--- src/design/plba_pkg.sv ---
`timescale 1ns / 1ps
`default_nettype none

package plba_pkg;

  // Field widths fixed by the request and response formats.
  localparam int unsigned DataW = 32;
  localparam int unsigned LinkW = 6;
  localparam int unsigned SlotW = 5;
  localparam int unsigned CntW  = 6;

  // Default pool size handed to the top level.
  localparam int unsigned DefPoolSlots = 32;

  // A link value of 32 is the null link; as a link owner it names the list head.
  localparam logic [LinkW-1:0] NullLink = LinkW'(32);

  // Request types.
  localparam logic ReqAppend = 1'b0;
  localparam logic ReqRemove = 1'b1;

  // Response status codes.
  localparam logic [1:0] StOk    = 2'd0;
  localparam logic [1:0] StFull  = 2'd1;
  localparam logic [1:0] StEmpty = 2'd2;

  typedef struct packed {
    logic             req_type;
    logic [DataW-1:0] entry_key;
    logic [DataW-1:0] data_value;
    logic [LinkW-1:0] link_owner;
  } plba_req_t;

  typedef struct packed {
    logic [1:0]       status;
    logic [SlotW-1:0] slot_index;
    logic [DataW-1:0] value_out;
    logic [CntW-1:0]  entry_count;
  } plba_rsp_t;

  typedef enum logic [2:0] {
    S_IDLE,
    S_DECODE,
    S_LINK,
    S_RM_OWN,
    S_RM_VAL,
    S_RM_COMMIT,
    S_DONE
  } plba_state_e;

  // Commands from the controller to the datapath.
  typedef struct packed {
    logic load_req;
    logic do_append;
    logic do_link;
    logic rd_owner;
    logic set_tgt_head;
    logic load_tgt;
    logic rd_target;
    logic do_remove;
    logic set_err_full;
    logic set_err_empty;
    logic load_out;
  } plba_cmd_t;

  // Status from the datapath to the controller.
  typedef struct packed {
    logic is_remove;
    logic full;
    logic count_zero;
    logic from_head;
    logic owner_bad;
    logic tgt_bad;
    logic tail_valid;
    logic out_free;
  } plba_sts_t;

endpackage

`default_nettype wire

--- src/design/plba_ctrl.sv ---
`timescale 1ns / 1ps
`default_nettype none

module plba_ctrl
  import plba_pkg::*;
(
  input  wire logic      clk_i,
  input  wire logic      rst_ni,
  input  wire logic      in_valid_i,
  output logic           in_stall_o,
  input  wire plba_sts_t sts_i,
  output plba_cmd_t      cmd_o
);

  plba_state_e state_q, state_d;

  always_ff @(posedge clk_i or negedge rst_ni) begin
    if (!rst_ni) begin
      state_q <= S_IDLE;
    end else begin
      state_q <= state_d;
    end
  end

  always_comb begin
    state_d    = state_q;
    cmd_o      = '0;
    in_stall_o = (state_q != S_IDLE);
    case (state_q)
      S_IDLE: begin
        if (in_valid_i) begin
          cmd_o.load_req = 1'b1;
          state_d        = S_DECODE;
        end
      end
      S_DECODE: begin
        if (!sts_i.is_remove) begin
          if (sts_i.full) begin
            cmd_o.set_err_full = 1'b1;
            state_d            = S_DONE;
          end else begin
            cmd_o.do_append = 1'b1;
            state_d         = sts_i.tail_valid ? S_LINK : S_DONE;
          end
        end else if (sts_i.count_zero) begin
          cmd_o.set_err_empty = 1'b1;
          state_d             = S_DONE;
        end else if (sts_i.from_head) begin
          cmd_o.set_tgt_head = 1'b1;
          state_d            = S_RM_VAL;
        end else if (sts_i.owner_bad) begin
          cmd_o.set_err_empty = 1'b1;
          state_d             = S_DONE;
        end else begin
          cmd_o.rd_owner = 1'b1;
          state_d        = S_RM_OWN;
        end
      end
      S_LINK: begin
        cmd_o.do_link = 1'b1;
        state_d       = S_DONE;
      end
      S_RM_OWN: begin
        cmd_o.load_tgt = 1'b1;
        state_d        = S_RM_VAL;
      end
      S_RM_VAL: begin
        if (sts_i.tgt_bad) begin
          cmd_o.set_err_empty = 1'b1;
          state_d             = S_DONE;
        end else begin
          cmd_o.rd_target = 1'b1;
          state_d         = S_RM_COMMIT;
        end
      end
      S_RM_COMMIT: begin
        cmd_o.do_remove = 1'b1;
        state_d         = S_DONE;
      end
      S_DONE: begin
        if (sts_i.out_free) begin
          cmd_o.load_out = 1'b1;
          state_d        = S_IDLE;
        end
      end
      default: begin
        state_d = S_IDLE;
      end
    endcase
  end

endmodule

`default_nettype wire

--- src/design/plba_dp.sv ---
`timescale 1ns / 1ps
`default_nettype none

module plba_dp
  import plba_pkg::*;
#(
  parameter int unsigned POOL_SLOTS = DefPoolSlots
) (
  input  wire logic      clk_i,
  input  wire logic      rst_ni,
  input  wire plba_req_t in_req_i,
  input  wire logic      out_stall_i,
  output logic           out_valid_o,
  output plba_rsp_t      out_rsp_o,
  input  wire plba_cmd_t cmd_i,
  output plba_sts_t      sts_o
);

  localparam int unsigned IdxW = $clog2(POOL_SLOTS);
  localparam logic [LinkW-1:0] PoolLimit = LinkW'(POOL_SLOTS);

  // Pool stores. Their contents are only meaningful for slots in the list.
  logic [DataW-1:0] key_mem   [POOL_SLOTS];
  logic [DataW-1:0] value_mem [POOL_SLOTS];
  logic [LinkW-1:0] next_mem  [POOL_SLOTS];

  logic [POOL_SLOTS-1:0] free_map_q;
  logic [LinkW-1:0]      head_q, tail_q;
  logic [CntW-1:0]       count_q;

  plba_req_t        req_q;
  logic [LinkW-1:0] tgt_q;
  logic [IdxW-1:0]  link_addr_q, new_slot_q;
  logic [LinkW-1:0] next_rd_q;
  logic [DataW-1:0] val_rd_q;
  plba_rsp_t        res_q, out_q;
  logic             out_valid_q;

  logic [IdxW-1:0]  alloc_idx;
  logic             from_head;
  logic [IdxW-1:0]  owner_idx, tgt_idx;
  logic             nx_we;
  logic [IdxW-1:0]  nx_wa, rd_addr;
  logic [LinkW-1:0] nx_wd;

  // Lowest free slot.
  always_comb begin
    alloc_idx = '0;
    for (int i = POOL_SLOTS - 1; i >= 0; i--) begin
      if (free_map_q[i]) begin
        alloc_idx = IdxW'(i);
      end
    end
  end

  assign from_head = (req_q.link_owner == NullLink);
  assign owner_idx = req_q.link_owner[IdxW-1:0];
  assign tgt_idx   = tgt_q[IdxW-1:0];

  assign sts_o.is_remove  = (req_q.req_type == ReqRemove);
  assign sts_o.full       = ~|free_map_q;
  assign sts_o.count_zero = (count_q == '0);
  assign sts_o.from_head  = from_head;
  assign sts_o.owner_bad  = (req_q.link_owner >= PoolLimit) || free_map_q[owner_idx];
  assign sts_o.tgt_bad    = (tgt_q >= PoolLimit) || free_map_q[tgt_idx];
  assign sts_o.tail_valid = (tail_q != NullLink);
  assign sts_o.out_free   = !out_valid_q || !out_stall_i;

  // Single write port on the link store.
  always_comb begin
    nx_we = 1'b0;
    nx_wa = '0;
    nx_wd = NullLink;
    if (cmd_i.do_append) begin
      nx_we = 1'b1;
      nx_wa = alloc_idx;
    end else if (cmd_i.do_link) begin
      nx_we = 1'b1;
      nx_wa = link_addr_q;
      nx_wd = LinkW'(new_slot_q);
    end else if (cmd_i.do_remove && !from_head) begin
      nx_we = 1'b1;
      nx_wa = owner_idx;
      nx_wd = next_rd_q;
    end
  end

  assign rd_addr = cmd_i.rd_owner ? owner_idx : tgt_idx;

  always_ff @(posedge clk_i) begin
    if (nx_we) begin
      next_mem[nx_wa] <= nx_wd;
    end
    if (cmd_i.do_append) begin
      key_mem[alloc_idx]   <= req_q.entry_key;
      value_mem[alloc_idx] <= req_q.data_value;
    end
    if (cmd_i.rd_owner || cmd_i.rd_target) begin
      next_rd_q <= next_mem[rd_addr];
    end
    if (cmd_i.rd_target) begin
      val_rd_q <= value_mem[tgt_idx];
    end
  end

  // List control state.
  always_ff @(posedge clk_i or negedge rst_ni) begin
    if (!rst_ni) begin
      free_map_q <= '1;
      head_q     <= NullLink;
      tail_q     <= NullLink;
      count_q    <= '0;
    end else if (cmd_i.do_append) begin
      free_map_q[alloc_idx] <= 1'b0;
      if (tail_q == NullLink) begin
        head_q <= LinkW'(alloc_idx);
      end
      tail_q  <= LinkW'(alloc_idx);
      count_q <= count_q + CntW'(1);
    end else if (cmd_i.do_remove) begin
      free_map_q[tgt_idx] <= 1'b1;
      if (from_head) begin
        head_q <= next_rd_q;
      end
      if (tail_q == tgt_q) begin
        tail_q <= from_head ? NullLink : req_q.link_owner;
      end
      count_q <= count_q - CntW'(1);
    end
  end

  // Request, target and pending response registers.
  always_ff @(posedge clk_i) begin
    if (cmd_i.load_req) begin
      req_q <= in_req_i;
    end
    if (cmd_i.set_tgt_head) begin
      tgt_q <= head_q;
    end else if (cmd_i.load_tgt) begin
      tgt_q <= next_rd_q;
    end
    if (cmd_i.do_append) begin
      link_addr_q       <= tail_q[IdxW-1:0];
      new_slot_q        <= alloc_idx;
      res_q.status      <= StOk;
      res_q.slot_index  <= SlotW'(alloc_idx);
      res_q.value_out   <= '0;
      res_q.entry_count <= count_q + CntW'(1);
    end else if (cmd_i.do_remove) begin
      res_q.status      <= StOk;
      res_q.slot_index  <= SlotW'(tgt_idx);
      res_q.value_out   <= val_rd_q;
      res_q.entry_count <= count_q - CntW'(1);
    end else if (cmd_i.set_err_full || cmd_i.set_err_empty) begin
      res_q.status      <= cmd_i.set_err_full ? StFull : StEmpty;
      res_q.slot_index  <= '0;
      res_q.value_out   <= '0;
      res_q.entry_count <= count_q;
    end
    if (cmd_i.load_out) begin
      out_q <= res_q;
    end
  end

  always_ff @(posedge clk_i or negedge rst_ni) begin
    if (!rst_ni) begin
      out_valid_q <= 1'b0;
    end else if (cmd_i.load_out) begin
      out_valid_q <= 1'b1;
    end else if (!out_stall_i) begin
      out_valid_q <= 1'b0;
    end
  end

  assign out_valid_o = out_valid_q;
  assign out_rsp_o   = out_q;

`ifndef SYNTHESIS
  // Every slot is either free or holds exactly one list entry.
  a_count_matches_map: assert property (@(posedge clk_i) disable iff (!rst_ni)
    (32'(count_q) + 32'($countones(free_map_q))) == 32'(POOL_SLOTS))
    else $error("entry count disagrees with free map");

  a_head_null_iff_empty: assert property (@(posedge clk_i) disable iff (!rst_ni)
    (count_q == '0) == (head_q == NullLink))
    else $error("head link inconsistent with entry count");

  a_tail_null_iff_empty: assert property (@(posedge clk_i) disable iff (!rst_ni)
    (count_q == '0) == (tail_q == NullLink))
    else $error("tail slot inconsistent with entry count");

  a_load_out_when_free: assert property (@(posedge clk_i) disable iff (!rst_ni)
    cmd_i.load_out |-> (!out_valid_q || !out_stall_i))
    else $error("response overwrote an untaken response");
`endif

endmodule

`default_nettype wire

--- src/design/pooled_list_bitmap_allocator.sv ---
// Pooled linked-list allocator: keeps a singly linked list of key/value entries in a pool
// of POOL_SLOTS slots, with a free-slot bitmap in which a 1 marks a free slot. An append
// request takes the lowest free slot, stores key and value there and links it at the tail
// (status 1 when the pool is full); a remove request cuts the head link (link_owner 32)
// or the next link of a given slot, frees the node behind it and returns its value
// (status 2 when the list is empty, the owner is out of range or free, or the link is
// null). Every request yields exactly one response carrying the entry count afterwards.
// Requests are handled one at a time: the controller steps each through decode, any link
// lookups, a relink or commit state and a done state before the next one is accepted.
// This sequence is set by the link store, which has one write port and a registered read,
// so relinking and every link lookup get a state of their own. A finished response sits
// in an output register, so the next request is accepted while it waits to be taken.
`timescale 1ns / 1ps
`default_nettype none

module pooled_list_bitmap_allocator
  import plba_pkg::*;
#(
  parameter int unsigned POOL_SLOTS = DefPoolSlots
) (
  input  wire logic      clk_i,
  input  wire logic      rst_ni,
  // Request channel.
  input  wire logic      in_valid_i,
  output logic           in_stall_o,
  input  wire plba_req_t in_req_i,
  // Response channel.
  output logic           out_valid_o,
  input  wire logic      out_stall_i,
  output plba_rsp_t      out_rsp_o
);

  // The controller sequences each request through decode, link lookups and commit;
  // the datapath holds the pool stores, the free map, head, tail and count.
  plba_cmd_t cmd;
  plba_sts_t sts;

  plba_ctrl u_ctrl (
    .clk_i      (clk_i),
    .rst_ni     (rst_ni),
    .in_valid_i (in_valid_i),
    .in_stall_o (in_stall_o),
    .sts_i      (sts),
    .cmd_o      (cmd)
  );

  plba_dp #(
    .POOL_SLOTS (POOL_SLOTS)
  ) u_dp (
    .clk_i       (clk_i),
    .rst_ni      (rst_ni),
    .in_req_i    (in_req_i),
    .out_stall_i (out_stall_i),
    .out_valid_o (out_valid_o),
    .out_rsp_o   (out_rsp_o),
    .cmd_i       (cmd),
    .sts_o       (sts)
  );

endmodule

`default_nettype wire

--- config.mk ---
export PLATFORM = sky130hd
export DESIGN_NAME = pooled_list_bitmap_allocator
export DESIGN_NICKNAME = d
export VERILOG_FILES = /design/src/design/plba_pkg.sv /design/src/design/plba_ctrl.sv /design/src/design/plba_dp.sv /design/src/design/pooled_list_bitmap_allocator.sv
export SDC_FILE = /design/constraint.sdc
export NUM_CORES = 2
export LEC_CHECK = 0
export BUFFER_PORTS_ARGS = -buffer_cell sky130_fd_sc_hd__clkbuf_2
export CORE_UTILIZATION = 30
export DETAILED_ROUTE_END_ITERATION = 7
export GPL_TIMING_DRIVEN = 0
export PLACE_DENSITY = 0.54
export SLEW_MARGIN = 15
export SYNTH_ARGS = -nofsm -noshare
export SYNTH_HDL_FRONTEND = slang
export SYNTH_HIERARCHICAL = 1
export SYNTH_SLANG_ARGS = --single-unit
--- constraint.sdc ---
create_clock -name clk_i -period 17.7 [get_ports clk_i]
set_input_delay 1.77 -clock clk_i [delete_from_list [all_inputs] [get_ports clk_i]]
set_output_delay 1.77 -clock clk_i [all_outputs]
set_load 0.01 [all_outputs]
== After elaboration in Yosys (flattened, before gate mapping) ==
Memory sizes are Yosys's and may differ from the RTL's. A register that Yosys moved wholly into a read port is not among the register bits.
Index checks and enable logic that the tools add are counted.
Widths: inputs -> output; s select.
Storage, ports and cells
  word-level logic and storage cells: 185
  bits in writable memories: 1216
  output and inout port bits: 47
  flip-flop bits (word level): 199
  bits of input ports: 75
  ROM bits: 0
  memories: 2
  latch bits: 0
Memories
  u_dp.value_mem: depth 32, width 32, read ports 1, clocked after Yosys merged registers in 1, wr ports 1, line plba_dp.sv:24  | logic [DataW-1:0] value_mem [POOL_SLOTS];
  u_dp.next_mem: depth 32, width 6, read ports 1, clocked after Yosys merged registers in 1, wr ports 1, line plba_dp.sv:25  | logic [LinkW-1:0] next_mem [POOL_SLOTS];
Cells by class
  shift-type cells: 0
  add/sub/neg operators: 2
  bitwise operators: 3
  div/mod/pow operators: 0
  multipliers: 0
  mux-type cells: 111
  reduce and logical (&&, ||, !) cells: 26
  magnitude comparators: 7
  eq/ne operators: 14
Operators with widths (count)
  $mux 5: 36
  $mux 43: 3
  $mux 6: 15
  $mux 32: 2
  $mux 1: 36
  $and 32x32->32: 1
  $not 32->32: 1
  $or 32x32->32: 1
  $reduce_or 32->1: 1
  $mux 3: 8
  $lt 5x6->1 const B: 3
  $pmux 3 s6: 1
  $eq 6x6->1 const B: 2
  $ge 6x6->1 const B: 2
  $bmux 1 s5: 2
  $demux 1 s5: 2
  $ge 5x1->1 const B: 2
  $mux 2: 5
  $reduce_bool 2->1: 5
  $eq 3x3->1 const B: 3
  $add 6x1->6 const B: 1
  $eq 3x2->1 const B: 2
  $eq 6x6->1: 1
  $logic_not 6->1: 1
  14 further kinds: 27

== Longest topological paths before layout ==
  depth after elaboration: 39
  mapped depth: 16
  gate-level depth less buffers: 11

== By module ==
The synthesis kept the hierarchy.
By module, submodules not included
  plba_dp: sequential area each 42988.7 um^2, area each 55230.5 um^2, cells each 2652, instances 1
  plba_ctrl: sequential area each 75.1 um^2, area each 291.5 um^2, cells each 42, instances 1

== Worst setup path after synthesis ==
Ideal clock, no wire load.
  path type: reg-to-reg
  start: register u_dp.free_map_q[6]
  end: memory u_dp.value_mem[4][0], enable pin
  path buffers: 5
  stages on the path, launching flop included: 13
  period minus slack after synthesis: 6.058 ns
  library setup time: 0.461 ns
  slack: 11.642 ns
  arrival: 5.598 ns
  data required time: 17.239 ns
  cells stage by stage: dfstp_2 -> buf_2 -> or4_1 -> clkbuf_1 -> nor2_1 -> nand3_1 -> nor2_1 -> nor3_1 -> clkbuf_1 -> clkbuf_1 -> buf_1 -> nand3_1 -> nor3_1
RTL lines
  start: declaration: line plba_dp.sv:27  | logic [POOL_SLOTS-1:0] free_map_q;
  start signal: assignment: line plba_dp.sv:109  | free_map_q <= '1;
  start signal: indexed assignment: line plba_dp.sv:114  | free_map_q[alloc_idx] <= 1'b0;
  start signal: indexed assignment: line plba_dp.sv:121  | free_map_q[tgt_idx] <= 1'b1;
  end: declaration: line plba_dp.sv:24

==> reports/metrics.cfg <==
[outcome]
outcome=completed

[synthesis]
synth_edf_count=1365
synth_area_leaders=edfxtp_1, mux4_2, a22oi_1
yosysWarnings=6
synth_common_cells=edfxtp_1, mux4_2, a22oi_1
yosys.area.top_type=edfxtp_1
synth_fp_nets=2772
synth_area_mm2=0.0555
yosys_register_bits=1453
synth.avg_cell_area_um2=20.6
async_flop_share_pct=3.72
synthCells=2694
ys_seq_area_share_pct=77.6
synth_flop_cell=edfxtp_1
ys_types=69
synth_most_common_cell=edfxtp_1
synth_top_area_share_pct=73.8

[timing]
finClkSkew_ps=49.0
finalCriticalPeriod_ps=6570
slew_viol_final=0
timing.fmax_ghz=0.152
finalSetupViolCount=0
rsz0062_at_grt=false
timing.slew.headroom_pct=9.40
fin_tns_setup_ps=0
hold_viol=0
fin_crit_sh_pct=37.1
fin_ws_ps=11130
tightest_slew_ps=1360

[setup_path]
endpoint_kind=flip-flop
worstPathCellList=clkbuf_1, clkbuf_1, clkbuf_1, mux4_2, a21oi_1, o2111ai_1, nand3_1, a21oi_1, nor4_2, clkbuf_1, inv_1
crit_top_cell=clkbuf_1
path_class=flip-flop to flip-flop
crit_required_ps=18070
cp-start-kind=flip-flop
critPathSlowestCell=clkbuf_1
cp_max_fo=11
slowest_delay_ps=1060
cp.arrival_ps=6940

[placement]
post-dp-hpwl_um=115000
dp.cells=5389
pre_cts_slack_ps=11220
port_buffers=89
gp_congestion=0.886

[floorplan]
die_w_um=432
core_region_area_mm2=0.183
start_util_pct=30.3
placement_rows=157
die_y_um=432
die-area_mm2=0.187
io_pins=122

[job]
maxCapViolCount=0

[clock_tree]
cts.sinks=1453
cts_buffer_depth=3
cts_max_level=4
cts_setup_buffers=0
cts_tree=done
post_cts_resized=0
numCtsBuffers=151
path_clk_slew_ps=60
clock_latency_ps=780
cts_root_buffer=clkbuf_16
postCtsHoldBufs=0

[detailed_routing]
via_per_inst=5.34
drtAntennaViolNets=0
num_vias=30282
drt_wl_total_um=170000
wire_per_inst_um=30.1
dr.first_iter.drc_count=4332
firstDrtPassIters=7
drc=0

[power]
power_density_mw_per_mm2=133
switching_share_pct=28.9
power_frac_comb_pct=16.2
intPower_uw=6280
peakVddDrop_uv=76.4
p_clk_share_pct=34.4
p_leak_uw=0.0208
power_switching_uw=2550
seqPwrFrac_pct=49.4

[layout]
area_growth_pct=19.3
drive_gt1_share_pct=29.6
fin_util_pct=36.1
fin_nets=3156
final_cells=5669
fill_cells=16974

[grt]
overflow=0
antenna_found_initial=1
grt_max_degree=45
grt_pass1_wl_um=237000
grt_usage_pct=18.2
grt_pass1_vias=29534

[min_path]
hp-class=flip-flop to flip-flop

critical path, delay by kind of cell (launching register included):
kind,cells,cell delay [ps]
mux,1,460
buf+inv,5,4150
simple gates,2,610
flops,1,320
compound gates,3,590
metal layers:
| metal | up-vias | global-route usage (%) | part of all wire, % |
|---|---|---|---|
| li1 | 12144 | - | - |
| met2 | 1540 | 28.1 | 46 |
| met5 | - | 0 | 0 |
| met3 | 277 | 3.36 | 7.9 |
| met4 | 0 | 5.76 | 3.1 |
| met1 | 16321 | 25.8 | 43 |
state kept, by name (all words and copies together) (netlist names):
| signal | flops |
|---|---|
| u_ctrl/state_q | 3 |
| u_dp/tgt_q | 6 |
| u_dp/res_q | 45 |
| u_dp/next_rd_q | 6 |
| u_dp/req_q | 33 |
| u_dp/owner_idx | 5 |
| u_dp/free_map_q | 32 |
| u_dp/link_addr_q | 5 |
| u_dp/val_rd_q | 32 |
| u_dp/next_mem | 192 |
| u_dp/new_slot_q | 5 |
| u_dp/count_q | 6 |
| u_dp/value_mem | 1024 |
| u_dp/out_rsp_o | 45 |
| u_dp/sts_o | 1 |
| u_dp/tail_q | 6 |
| u_dp/out_valid_o | 1 |
| u_dp/head_q | 6 |
power by group through the flow:
| stage | Combinational [µW] | Sequential (µW) | Clock (µW) |
|---|---|---|---|
| floorplan | 770 | 4360 | 0 |
| CTS | 1420 | 4360 | 3090 |
| detailed placement | 1420 | 4430 | 0 |
| global route | 1510 | 4390 | 3220 |
| global placement | 1290 | 4440 | 0 |
| finish | 1430 | 4360 | 3040 |
per-stage QoR:
step / hold slack [ps] / total power (µW) / instance area, µm²
floorplan: 400 / 5130 / 55500
global placement: 409 / 5730 / 59100
detailed placement: 406 / 5850 / 61500
CTS: 420 / 8880 / 66200
global route: 431 / 9130 / 66200
finish: 420 / 8830 / 66200
kinds of logic after synthesis:
family / Yosys count / share of synthesized area, %
buf+inv: 171 / 1.22
flops: 1453 / 77.6
fa+ha+maj: 3 / 0.0676
simple gates: 356 / 3.34
mux: 331 / 13.0
xor+xnor: 16 / 0.252
compound gates: 364 / 4.59
path summary, 6_finish.rpt:
path	startpoint	endpoint	slack (ps)	cells past startpoint
max in group asynchronous	rst_ni	u_dp/free_map_q[25]	16230	2
worst max-delay path	u_dp/tgt_q[1]	u_dp/res_q[2]	11130	11
min in group asynchronous	rst_ni	u_dp/tail_q[4]	880	1
worst max register to register	u_dp/tgt_q[1]	u_dp/res_q[2]	11130	11
worst min register to register	u_dp/res_q[39]	u_dp/out_rsp_o[39]	420	0
worst min-delay path	u_dp/res_q[39]	u_dp/out_rsp_o[39]	420	0
area by class of cell:
class | instances | area, µm² | share of cell area [%]
diodes | 1 | 2.50 | 0.00378
plain buffers | 145 | 628 | 0.949
clock buffers | 186 | 3980 | 6.01
clock inverters | 93 | 712 | 1.08
inverters | 26 | 100 | 0.151
multi-input cells | 1070 | 12200 | 18.4
flip-flops and latches | 1453 | 43100 | 65.0
well taps | 2464 | 3080 | 4.66
repair buffers | 231 | 2440 | 3.68
cell usage in the layout, fill, tap and decap left out, drive strengths merged, types with 29 or more instances in the layout:
master  netlist  routed
a22oi       142     142
nand2        80      80
a21oi        76      76
nand3        36      36
clkbuf       92     369
mux4        310     310
dfstp        34      34
edfxtp     1365    1365
a22o         32      32
dfxtp        34      34
o21ai        29      29
nor4         35      35
nor2         70      70
inv          26      33
buf          53     193
clkinv        0      80
nand4        43      43
Power figures use the tool's default switching activity.
